File: config.mk
export PLATFORM = sky130hd
export DESIGN_NAME = ttcw_addr_unit
export DESIGN_NICKNAME = d
export VERILOG_FILES = /design/src/rtl/core/ttcw_pkg.sv /design/src/rtl/core/ttcw_addr_unit.sv
export SDC_FILE = /design/constraint.sdc
export NUM_CORES = 1
export LEC_CHECK = 0
export ABC_AREA = 1
export ABC_CLOCK_PERIOD_IN_PS = 800
export BUFFER_PORTS_ARGS = -buffer_cell sky130_fd_sc_hd__clkbuf_2
export CAP_MARGIN = 0
export CORE_ASPECT_RATIO = 1.25
export CORE_MARGIN = 2
export CORE_UTILIZATION = 50
export DETAILED_ROUTE_END_ITERATION = 8
export PLACE_DENSITY = 0.85
export RECOVER_POWER = 25
export SLEW_MARGIN = 20
export SYNTH_ARGS = -nofsm -noshare
export SYNTH_HDL_FRONTEND = slang
export SYNTH_SLANG_ARGS = --single-unit
File: constraint.sdc
create_clock -name clk -period 0.8 [get_ports clk]
set_clock_uncertainty 0.05 [all_clocks]
set_input_delay 0.12 -clock clk [delete_from_list [all_inputs] [get_ports clk]]
set_output_delay 0.12 -clock clk [all_outputs]
set_load 0.01 [all_outputs]
File: src/rtl/core/ttcw_pkg.sv
// Package: types, byte codes and field widths of the character writer.
`default_nettype none
package ttcw_pkg;

    localparam int CHAR_W   = 7;
    localparam int BYTE_W   = 8;
    localparam int RROW_W   = 5;
    localparam int RCOL_W   = 7;
    localparam int CROW_W   = 5;
    localparam int CCOL_W   = 7;

    localparam logic OP_FEED = 1'b0;
    localparam logic OP_READ = 1'b1;

    localparam logic [BYTE_W-1:0] BYTE_BS  = 8'h08;
    localparam logic [BYTE_W-1:0] BYTE_TAB = 8'h09;
    localparam logic [BYTE_W-1:0] BYTE_LF  = 8'h0A;
    localparam logic [BYTE_W-1:0] BYTE_CR  = 8'h0D;
    localparam logic [BYTE_W-1:0] BYTE_ESC = 8'h1B;

    localparam logic [BYTE_W-1:0] PRINT_LO   = 8'h20;
    localparam logic [BYTE_W-1:0] PRINT_HI   = 8'h7E;
    localparam logic [BYTE_W-1:0] ESC_END_LO = 8'h40;
    localparam logic [BYTE_W-1:0] ESC_END_HI = 8'h7E;

    localparam logic [CHAR_W-1:0] CHAR_BLANK = 7'h20;
    localparam logic [CHAR_W-1:0] CHAR_NONE  = 7'h00;

    localparam int TAB_STEP = 8;

    // Memory request control travelling from the address unit to the store.
    typedef struct packed {
        logic we;
        logic re;
    } mem_ctl_t;

    typedef enum logic [6:0] {
        ST_CLEAR  = 7'b0000001,
        ST_IDLE   = 7'b0000010,
        ST_EXEC   = 7'b0000100,
        ST_SCROLL = 7'b0001000,
        ST_PUT    = 7'b0010000,
        ST_RDA    = 7'b0100000,
        ST_RDB    = 7'b1000000
    } state_t;

endpackage
`default_nettype wire

File: src/rtl/core/ttcw_addr_unit.sv
// Shared address unit: rotate a logical row by the scroll offset, form the cell address.
`default_nettype none
module ttcw_addr_unit
    import ttcw_pkg::*;
#(
    parameter int ROWS    = 32,
    parameter int COLUMNS = 100,
    parameter int RW      = 5,
    parameter int CXW     = 7,
    parameter int AW      = 12
)
(
    input  wire logic              clk,
    input  wire logic              rst_n,
    input  wire logic [RW-1:0]     top_row,
    input  wire mem_ctl_t          req_ctl,
    input  wire logic [RW-1:0]     req_row,
    input  wire logic [CXW-1:0]    req_col,
    input  wire logic [CHAR_W-1:0] req_data,
    output mem_ctl_t               mem_ctl,
    output logic [AW-1:0]          mem_addr,
    output logic [CHAR_W-1:0]      mem_data
);

    mem_ctl_t            ctl_reg;
    logic [AW-1:0]       addr_reg;
    logic [CHAR_W-1:0]   data_reg;
    logic [RW:0]         row_sum;
    logic [RW-1:0]       phys_row;
    logic [AW-1:0]       addr_next;

    // Wrap the rotated row once; both operands stay below ROWS.
    always_comb
    begin
        row_sum  = {1'b0, req_row} + {1'b0, top_row};
        if (row_sum >= (RW+1)'(ROWS))
        begin
            phys_row = RW'(row_sum - (RW+1)'(ROWS));
        end
        else
        begin
            phys_row = RW'(row_sum);
        end
        addr_next = AW'(phys_row) * AW'(COLUMNS) + AW'(req_col);
    end

    always_ff @(posedge clk or negedge rst_n)
    begin
        if (!rst_n)
        begin
            ctl_reg <= '0;
        end
        else
        begin
            ctl_reg <= req_ctl;
        end
    end

    always_ff @(posedge clk)
    begin
        addr_reg <= addr_next;
        data_reg <= req_data;
    end

    assign mem_ctl  = ctl_reg;
    assign mem_addr = addr_reg;
    assign mem_data = data_reg;

endmodule
`default_nettype wire

* Word level (Yosys, flattened, before mapping)
Index checks and enable logic that the tools add are counted.
** Word-level totals
- Bits in registers :: 21
- Input bits :: 28
- Output and inout port bits :: 21
- Logic and storage cells :: 10
** Cells by class
- Add/subtract/negate cells :: 3
- Multiply operators :: 1
- Magnitude comparators :: 1
- Multiplexer cells :: 1
** Operator list (number)
- $add 12x7->12 :: 1
- $mul 5x5->10 const B :: 1
- $add 5x5->6 :: 1
- $ge 6x6->1 const B :: 1
- $mux 5 :: 1
- $sub 5x1->5 const B :: 1

* Logic depth before layout (Yosys ltp)
Gate-level depths: netlist (run 1).
- Depth after elaboration :: 5
- Depth in mapped cells :: 20
- Depth with buffers taken out :: 20

* Worst setup path before layout (run 1)
No wires, ideal clock.
- Path type :: input to register
- Start :: input top_row[0]
- End :: register addr_reg[11] (netlist: mem_addr[11])
- Library setup time :: 0.112 ns
- Arrival :: 2.921 ns
- Setup slack :: -2.283 ns
- Stages :: 18
- Path buffers :: 0
- Cell sequence :: ha_1 fa_1 a21oi_1 nor2_1 nor2_1 xor2_1 ha_1 ha_1 ha_1 ha_1 nand3_1 nand2_1 nand2_1 nand2_1 nor2_1 nand2_1 nand2_1 nand2_1
** On the way
- Longest elaborated chain between the ends :: 5
- Elaborated cells on any way between the ends :: 6
- Classes of those cells :: 3 x add/sub; 1 x mul; 1 x order compare; 1 x mux
** Ends and longest elaborated chain
- start, declared :: RTL line ttcw_addr_unit.sv:15 : input wire logic [RW-1:0] top_row,
- $add 5x5->6 (*) :: RTL line ttcw_addr_unit.sv:35 : row_sum = {1'b0, req_row} + {1'b0, top_row};
- $sub 5x1->5 / $ge 6x6->1 (equally long branches) :: RTL line ttcw_addr_unit.sv:38, ttcw_addr_unit.sv:36
- $mux 5 (*) :: RTL line ttcw_addr_unit.sv:36 : if (row_sum >= (RW+1)'(ROWS))
- $mul 5x5->10 (*) :: RTL line ttcw_addr_unit.sv:44 : addr_next = AW'(phys_row) * AW'(COLUMNS) + AW'(req_col);
- $add 12x7->12 (*) :: RTL line ttcw_addr_unit.sv:44
- named net addr_next[11] :: RTL line ttcw_addr_unit.sv:30 : logic [AW-1:0] addr_next;
- end signal, assigned :: RTL line ttcw_addr_unit.sv:61 : addr_reg <= addr_next;
- end, declared :: RTL line ttcw_addr_unit.sv:26 : logic [AW-1:0] addr_reg;
Mark *: on every way through the listed nets, which the timed path passes. The rest lies on a longest branch.

* Worst setup path in the final report (run 1)
- Start :: input req_row[0]
- End :: register addr_reg[11] (netlist: mem_addr[11])
** On the way
- Longest elaborated chain between the ends :: 5
- Elaborated cells on any way between the ends :: 6
- Classes of those cells :: 3 x add/sub; 1 x mul; 1 x order compare; 1 x mux
** Ends and longest elaborated chain
- start, declared :: RTL line ttcw_addr_unit.sv:17 : input wire logic [RW-1:0] req_row,
- $add 5x5->6 (*) :: RTL line ttcw_addr_unit.sv:35
- $sub 5x1->5 / $ge 6x6->1 (equally long branches) :: RTL line ttcw_addr_unit.sv:38, ttcw_addr_unit.sv:36
- $mux 5 (*) :: RTL line ttcw_addr_unit.sv:36
- $mul 5x5->10 (*) :: RTL line ttcw_addr_unit.sv:44
- $add 12x7->12 (*) :: RTL line ttcw_addr_unit.sv:44
- named net addr_next[11] :: RTL line ttcw_addr_unit.sv:30
Marks and branches as above.

==> impl_metrics.env, run 1 <==
export IMPL_drc=0
export IMPL_synthXorXnorAreaFrac=0.0824
export IMPL_port_buffers=48
export IMPL_cp_max_fo=3
export IMPL_async_reset_ff_frac=0.0952
export IMPL_clock_sinks=21
export IMPL_cpMostUsedCell="nand2_1"
export IMPL_nets=289
export IMPL_dp_slack_ns=-2.35
export IMPL_worstSetupEndpointType="flip-flop"
export IMPL_critPathLaunchType="input pin"
export IMPL_grt_overflow=0
export IMPL_drtAntennaViolNets=0
export IMPL_worst_slack_ns=-2.28
export IMPL_yosysSeqAreaShare=0.342
export IMPL_worstPathRequired_ns=0.99
export IMPL_grt_max_degree=13
export IMPL_final_util=0.960
export IMPL_period_needed_ns=3.08
export IMPL_violations="hold timing, setup timing"
export IMPL_max_stage_delay_ns=0.38
export IMPL_syn_to_final_growth_pct=83.1
export IMPL_io_pins=49
export IMPL_drt_iter0_markers=97
export IMPL_muxShareOfSynthArea=0
export IMPL_row_count=20
export IMPL_peakVddDrop_mv=2.37
export IMPL_vias_per_cell=5.87
export IMPL_multi_input_area_sq_um=1040
export IMPL_crit_slowest_cell="fa_2"
export IMPL_seqCellArea_sq_um=447
export IMPL_min_path_type="input pin to flip-flop"
export IMPL_rsz0062_at_grt="yes"
export IMPL_synth_cell_types=20
export IMPL_fin_hold_ws_ns=-0.0355
export IMPL_grt_pass1_wl_um=6280
export IMPL_path_delay_family="adder cells"
export IMPL_hold_viol=1
export IMPL_crit_chain="buf_6 > ha_4 > fa_2 > a21oi_2 > nor2_1 > nor2_1 > xor2_2 > ha_1 > ha_4 > ha_4 > inv_4 > o21bai_1 > nand2_1 > nand2_2 > nand2_1 > nand2_1 > nand2_1"
export IMPL_setup_viol=30
export IMPL_first_pass_iters=4
export IMPL_synth_simple_area_share=0.205
export IMPL_h_tree_depth=1
export IMPL_grt_antenna_before_repair=0
export IMPL_relSlewSlack=0.749
export IMPL_path_class="input pin to flip-flop"
export IMPL_grt_pass1_vias=1408
export IMPL_die_h_um=60.1
export IMPL_hold_buffers=12
export IMPL_synth_ff_type="dfxtp_1"
export IMPL_fin_crit_sh=3.85
export IMPL_avgRoutedWirePerCell_um=23.4
export IMPL_start_util=0.524
export IMPL_vias=1568
export IMPL_synth_seq_cells=21
export IMPL_outcome="finished, violations left"
export IMPL_syn_avg_cell_area_sq_um=8.75
export IMPL_hpwl_um=2580
export IMPL_numCtsBuffers=3
export IMPL_syn_nets=198
export IMPL_die_w_um=48.9
export IMPL_routabilityCongestion=0.839
export IMPL_synthAdderAreaFrac=0.276
export IMPL_arrival_ns=3.27
export IMPL_p_leak_nw=1.14
export IMPL_diodes=0
export IMPL_synth_cells=144
export IMPL_core_area_sq_um=2400
export IMPL_synth_top_family_by_area="adder cells"
export IMPL_drt_wl_total_um=6240
export IMPL_syn_area_sq_um=1260
export IMPL_clock_path_buffers=2
export IMPL_pwr_density_cell_nw_per_um2=3200
export IMPL_final_fill_count=65
export IMPL_max_freq_mhz=325
export IMPL_layout_drive_gt1_share=0.577
export IMPL_cts_tree="yes"
export IMPL_cp_num_buf_inv=2
export IMPL_cap_violations=0
export IMPL_yosys_warnings=0
export IMPL_cts_root_buf="clkbuf_4"
export IMPL_path_clk_slew_ns=0.13
export IMPL_synth_compound_area_frac=0.0268
export IMPL_maxSlewViolCount=0
export IMPL_dieArea_sq_um=2940
export IMPL_worst_pin_slew_ns=0.376
export IMPL_track_usage=0.287
export IMPL_synth_edf_count=0
-- placed cells by master (no fill, tap or decap), types with 7 or more instances in the layout --
cell	count
buf_4	23
clkbuf_2	26
dfxtp_2	13
buf_6	18
nand2_1	26
nand3_1	7
inv_1	19
ha_4	13
ha_1	10
dlygate4sd3_1	12
-- sequential cells by signal (all words and copies together) (netlist names) --
register,cells
mem_addr,12
mem_data,7
mem_ctl,2
-- per-stage QoR --
stage	area [sq um]	power, mW	setup TNS (ns)	instances
finish	2310	7.38	-18.46	267
global route	2310	7.60	-19.45	267
global placement	1810	4.65	-16.12	246
floorplan	1370	3.70	-13.17	144
CTS	2080	5.71	-15.64	265
detailed placement	1810	4.89	-17.04	246
-- Yosys cell counts (2+ instances only) --
cell / count / area share
a21oi_1: 4 / 0.016
dfrtp_1: 2 / 0.040
dfxtp_1: 19 / 0.30
fa_1: 3 / 0.048
ha_1: 23 / 0.23
inv_1: 22 / 0.066
nand2_1: 29 / 0.086
nand2_2: 3 / 0.015
nand3_1: 13 / 0.052
nor2_1: 8 / 0.024
xnor2_1: 3 / 0.021
xor2_1: 7 / 0.049
-- report_power, final --
| group | total (mW) | internal (mW) | switching [mW] |
|---|---|---|---|
| registers | 1.51 | 1.37 | 0.137 |
| clock network | 0.563 | 0.188 | 0.375 |
| logic | 5.31 | 2.44 | 2.87 |
| total | 7.38 | 4.00 | 3.38 |
-- layout make-up --
| type | count | area share |
|---|---|---|
| multi-input combinational | 100 | 0.452 |
| timing repair buffer | 86 | 0.286 |
| sequential | 21 | 0.194 |
| inverter | 23 | 0.0385 |
| tap | 33 | 0.0179 |
| clock buffer | 3 | 0.00976 |
| clock inverter | 1 | 0.00217 |
-- final timing paths --
kind	startpoint	to	slack, ns	cells after the start
worst min-delay path	req_col[2]	mem_addr[2]	-0.04	2
min in group asynchronous	rst_n	mem_ctl[1]	0.09	2
max in group asynchronous	rst_n	mem_ctl[0]	0.49	2
worst max-delay path	req_row[0]	mem_addr[11]	-2.28	17
-- timing repair --
action	in CTS	in global routing
buffers inserted	3	2
endpoints found under the setup margin	30	30
endpoints found under the hold margin	14	1
resized for setup	18	64
pin swaps	7	25
-- cells by family after synthesis --
| family | count (synthesis) |
|---|---|
| AOI/OAI and AO/OA | 6 |
| adders and majority gates | 26 |
| buffers and inverters | 23 |
| and+or+nand+nor | 57 |
| xor gates and xnor gates | 11 |
| DFF | 21 |
-- routing by layer --
| metal | GRT usage | vias to the layer above | wire length [um] |
|---|---|---|---|
| met2 | 0.628 | 142 | 3120 |
| met5 | 0 | - | 0 |
| met1 | 0.253 | 721 | 1950 |
| li1 | - | 638 | - |
| met4 | 0.143 | 0 | 761 |
| met3 | 0.0350 | 67 | 420 |
Power figures use the tool's default switching activity.
==> run 2: changes to the inputs <==
CTS_BUF_LIST = sky130_fd_sc_hd__clkbuf_8   (was unset)
SETUP_SLACK_MARGIN = 0.2   (was unset)
==> run 2 against run 1 <==
- the flow still finishes with violations (hold timing, setup timing)
- global-route usage fell by 2.2 points
- die area did not move
- via count fell by 11%
- cell count fell by 4.1%
- non-clock buffer count fell by 11
- setup slack improved by 0.021 ns
- fmax rose by 0.70%
- critical path depth rose by 1
- sequential share of layout area rose by 0.22 points
- total power fell by 4.0%
- count of clock-buffer cells in the layout did not move
- hold slack got worse by 0.062 ns
==> impl_metrics.env, run 2 (synthesis results as in run 1) <==
export IMPL_outcome="finished, violations left"
export IMPL_violations="hold timing, setup timing"
export IMPL_fin_hold_ws_ns=-0.0977
export IMPL_max_stage_delay_ns=0.51
export IMPL_worstSetupEndpointType="flip-flop"
export IMPL_period_needed_ns=3.06
export IMPL_routabilityCongestion=0.822
export IMPL_total_power_mw=7.08
export IMPL_peakVddDrop_mv=2.82
export IMPL_vias=1401
export IMPL_maxSlewViolCount=0
export IMPL_cts_root_buf="clkbuf_8"
export IMPL_hold_viol=11
export IMPL_vias_per_cell=5.47
export IMPL_arrival_ns=3.17
export IMPL_drt_iter0_markers=70
export IMPL_placed_area_sq_um=1810
export IMPL_relSlewSlack=0.794
export IMPL_worst_slack_ns=-2.26
export IMPL_max_freq_mhz=327
export IMPL_track_usage=0.266
export IMPL_rsz0062_at_grt="yes"
export IMPL_placedCellCount=245
export IMPL_grt_max_degree=12
export IMPL_core_area_sq_um=2400
export IMPL_cap_violations=0
export IMPL_first_pass_iters=4
export IMPL_fin_crit_sh=3.82
export IMPL_hold_buffers=1
export IMPL_crit_chain="buf_8 > ha_4 > fa_2 > a21oi_2 > nor2_1 > nor2_2 > xor2_2 > buf_4 > ha_4 > ha_4 > inv_2 > fa_2 > nor2_4 > nand4_1 > nand3_2 > nand2_1 > nand2_1 > nand2_1"
export IMPL_die_w_um=48.9
export IMPL_grt_antenna_before_repair=0
export IMPL_crit_slowest_cell="fa_2"
export IMPL_final_fill_count=77
export IMPL_layout_drive_gt1_share=0.632
export IMPL_multi_input_area_sq_um=1090
export IMPL_drc=0
export IMPL_critPathLaunchType="input pin"
export IMPL_diodes=0
export IMPL_grt_overflow=0
export IMPL_clock_path_buffers=2
export IMPL_cts_tree="yes"
export IMPL_path_class="input pin to flip-flop"
export IMPL_port_buffers=48
export IMPL_tns_ns=-16.72
export IMPL_seqCellArea_sq_um=444
export IMPL_hpwl_um=2440
export IMPL_numCtsBuffers=3
export IMPL_pwr_density_cell_nw_per_um2=3120
export IMPL_h_tree_depth=1
export IMPL_nets=278
export IMPL_layout_commonest_cell="clkbuf_2"
export IMPL_start_util=0.524
export IMPL_worst_pin_slew_ns=0.308
export IMPL_p_leak_nw=1.12
export IMPL_grt_pass1_wl_um=5820
export IMPL_dieArea_sq_um=2940
export IMPL_grt_pass1_vias=1384
export IMPL_die_h_um=60.1
export IMPL_cp_max_fo=4
export IMPL_drt_wl_total_um=5130
export IMPL_row_count=20
export IMPL_design_area_sq_um=2270
export IMPL_avgRoutedWirePerCell_um=20.0
export IMPL_final_util=0.944
export IMPL_layout_cells_non_filler=256
export IMPL_io_pins=49
export IMPL_layout_common_cells="27 x clkbuf_2, 23 x nand2_1, 20 x buf_6"
export IMPL_largest_reg_flops=12
export IMPL_worstPathRequired_ns=0.91
export IMPL_min_path_type="input pin to flip-flop"
export IMPL_clock_sinks=21
export IMPL_drtAntennaViolNets=0
export IMPL_setup_viol=30
export IMPL_path_clk_slew_ns=0.07
export IMPL_syn_to_final_growth_pct=80.0
## run 2: repair_timing
action / 4_1_cts / 5_1_grt
resized for setup: 38 / 55
endpoints found under the hold margin: 13 / 11
gates cloned: 0 / 0
endpoints found under the setup margin: 31 / 31
buffers inserted: 2 / 4
pin swaps: 18 / 15
## run 2: layout make-up
class | count | area share
clock buffers | 3 | 0.0182
clock inverters | 1 | 0.00165
inverters | 23 | 0.0392
multi-input cells | 100 | 0.480
flip-flops and latches | 21 | 0.196
well taps | 33 | 0.0182
repair buffers | 75 | 0.247
## run 2: routing by layer
layer / share of wire / GRT usage / up-vias / wire (um)
li1: - / - / 614 / -
met1: 0.34 / 0.237 / 655 / 1760
met2: 0.55 / 0.546 / 102 / 2820
met3: 0.049 / 0.0250 / 30 / 249
met4: 0.057 / 0.208 / 0 / 291
met5: 0 / 0 / - / 0
## run 2: power by group
group	internal, mW	switching, mW
Sequential	1.35	0.0954
Combinational	2.34	2.60
Clock	0.343	0.355
Total	4.03	3.05
## run 2: final timing paths
path / slack, ns / end / cells after the start / start
max in group asynchronous: 0.48 / mem_ctl[1] / 2 / rst_n
setup / recovery: -2.26 / mem_addr[10] / 18 / top_row[0]
min in group asynchronous: 0.12 / mem_ctl[0] / 2 / rst_n
hold / removal: -0.1 / mem_data[4] / 1 / req_data[4]
## run 2: through the flow
stage / hold WS [ns] / worst slack, ns
CTS: -0.0978 / -1.99
floorplan: -0.226 / -2.00
global route: -0.0999 / -2.31
finish: -0.0977 / -2.26
detailed placement: -0.140 / -2.34
global placement: -0.145 / -2.20
## run 2: worst max-delay path: cells and delay by family
kind	cells	cell delay, ns
AND/OR/NAND/NOR	8	0.86
XOR/XNOR	1	0.25
AO/OA/AOI/OAI	1	0.18
buffers and inverters	3	0.34
adder cells (fa/ha/maj)	5	1.41
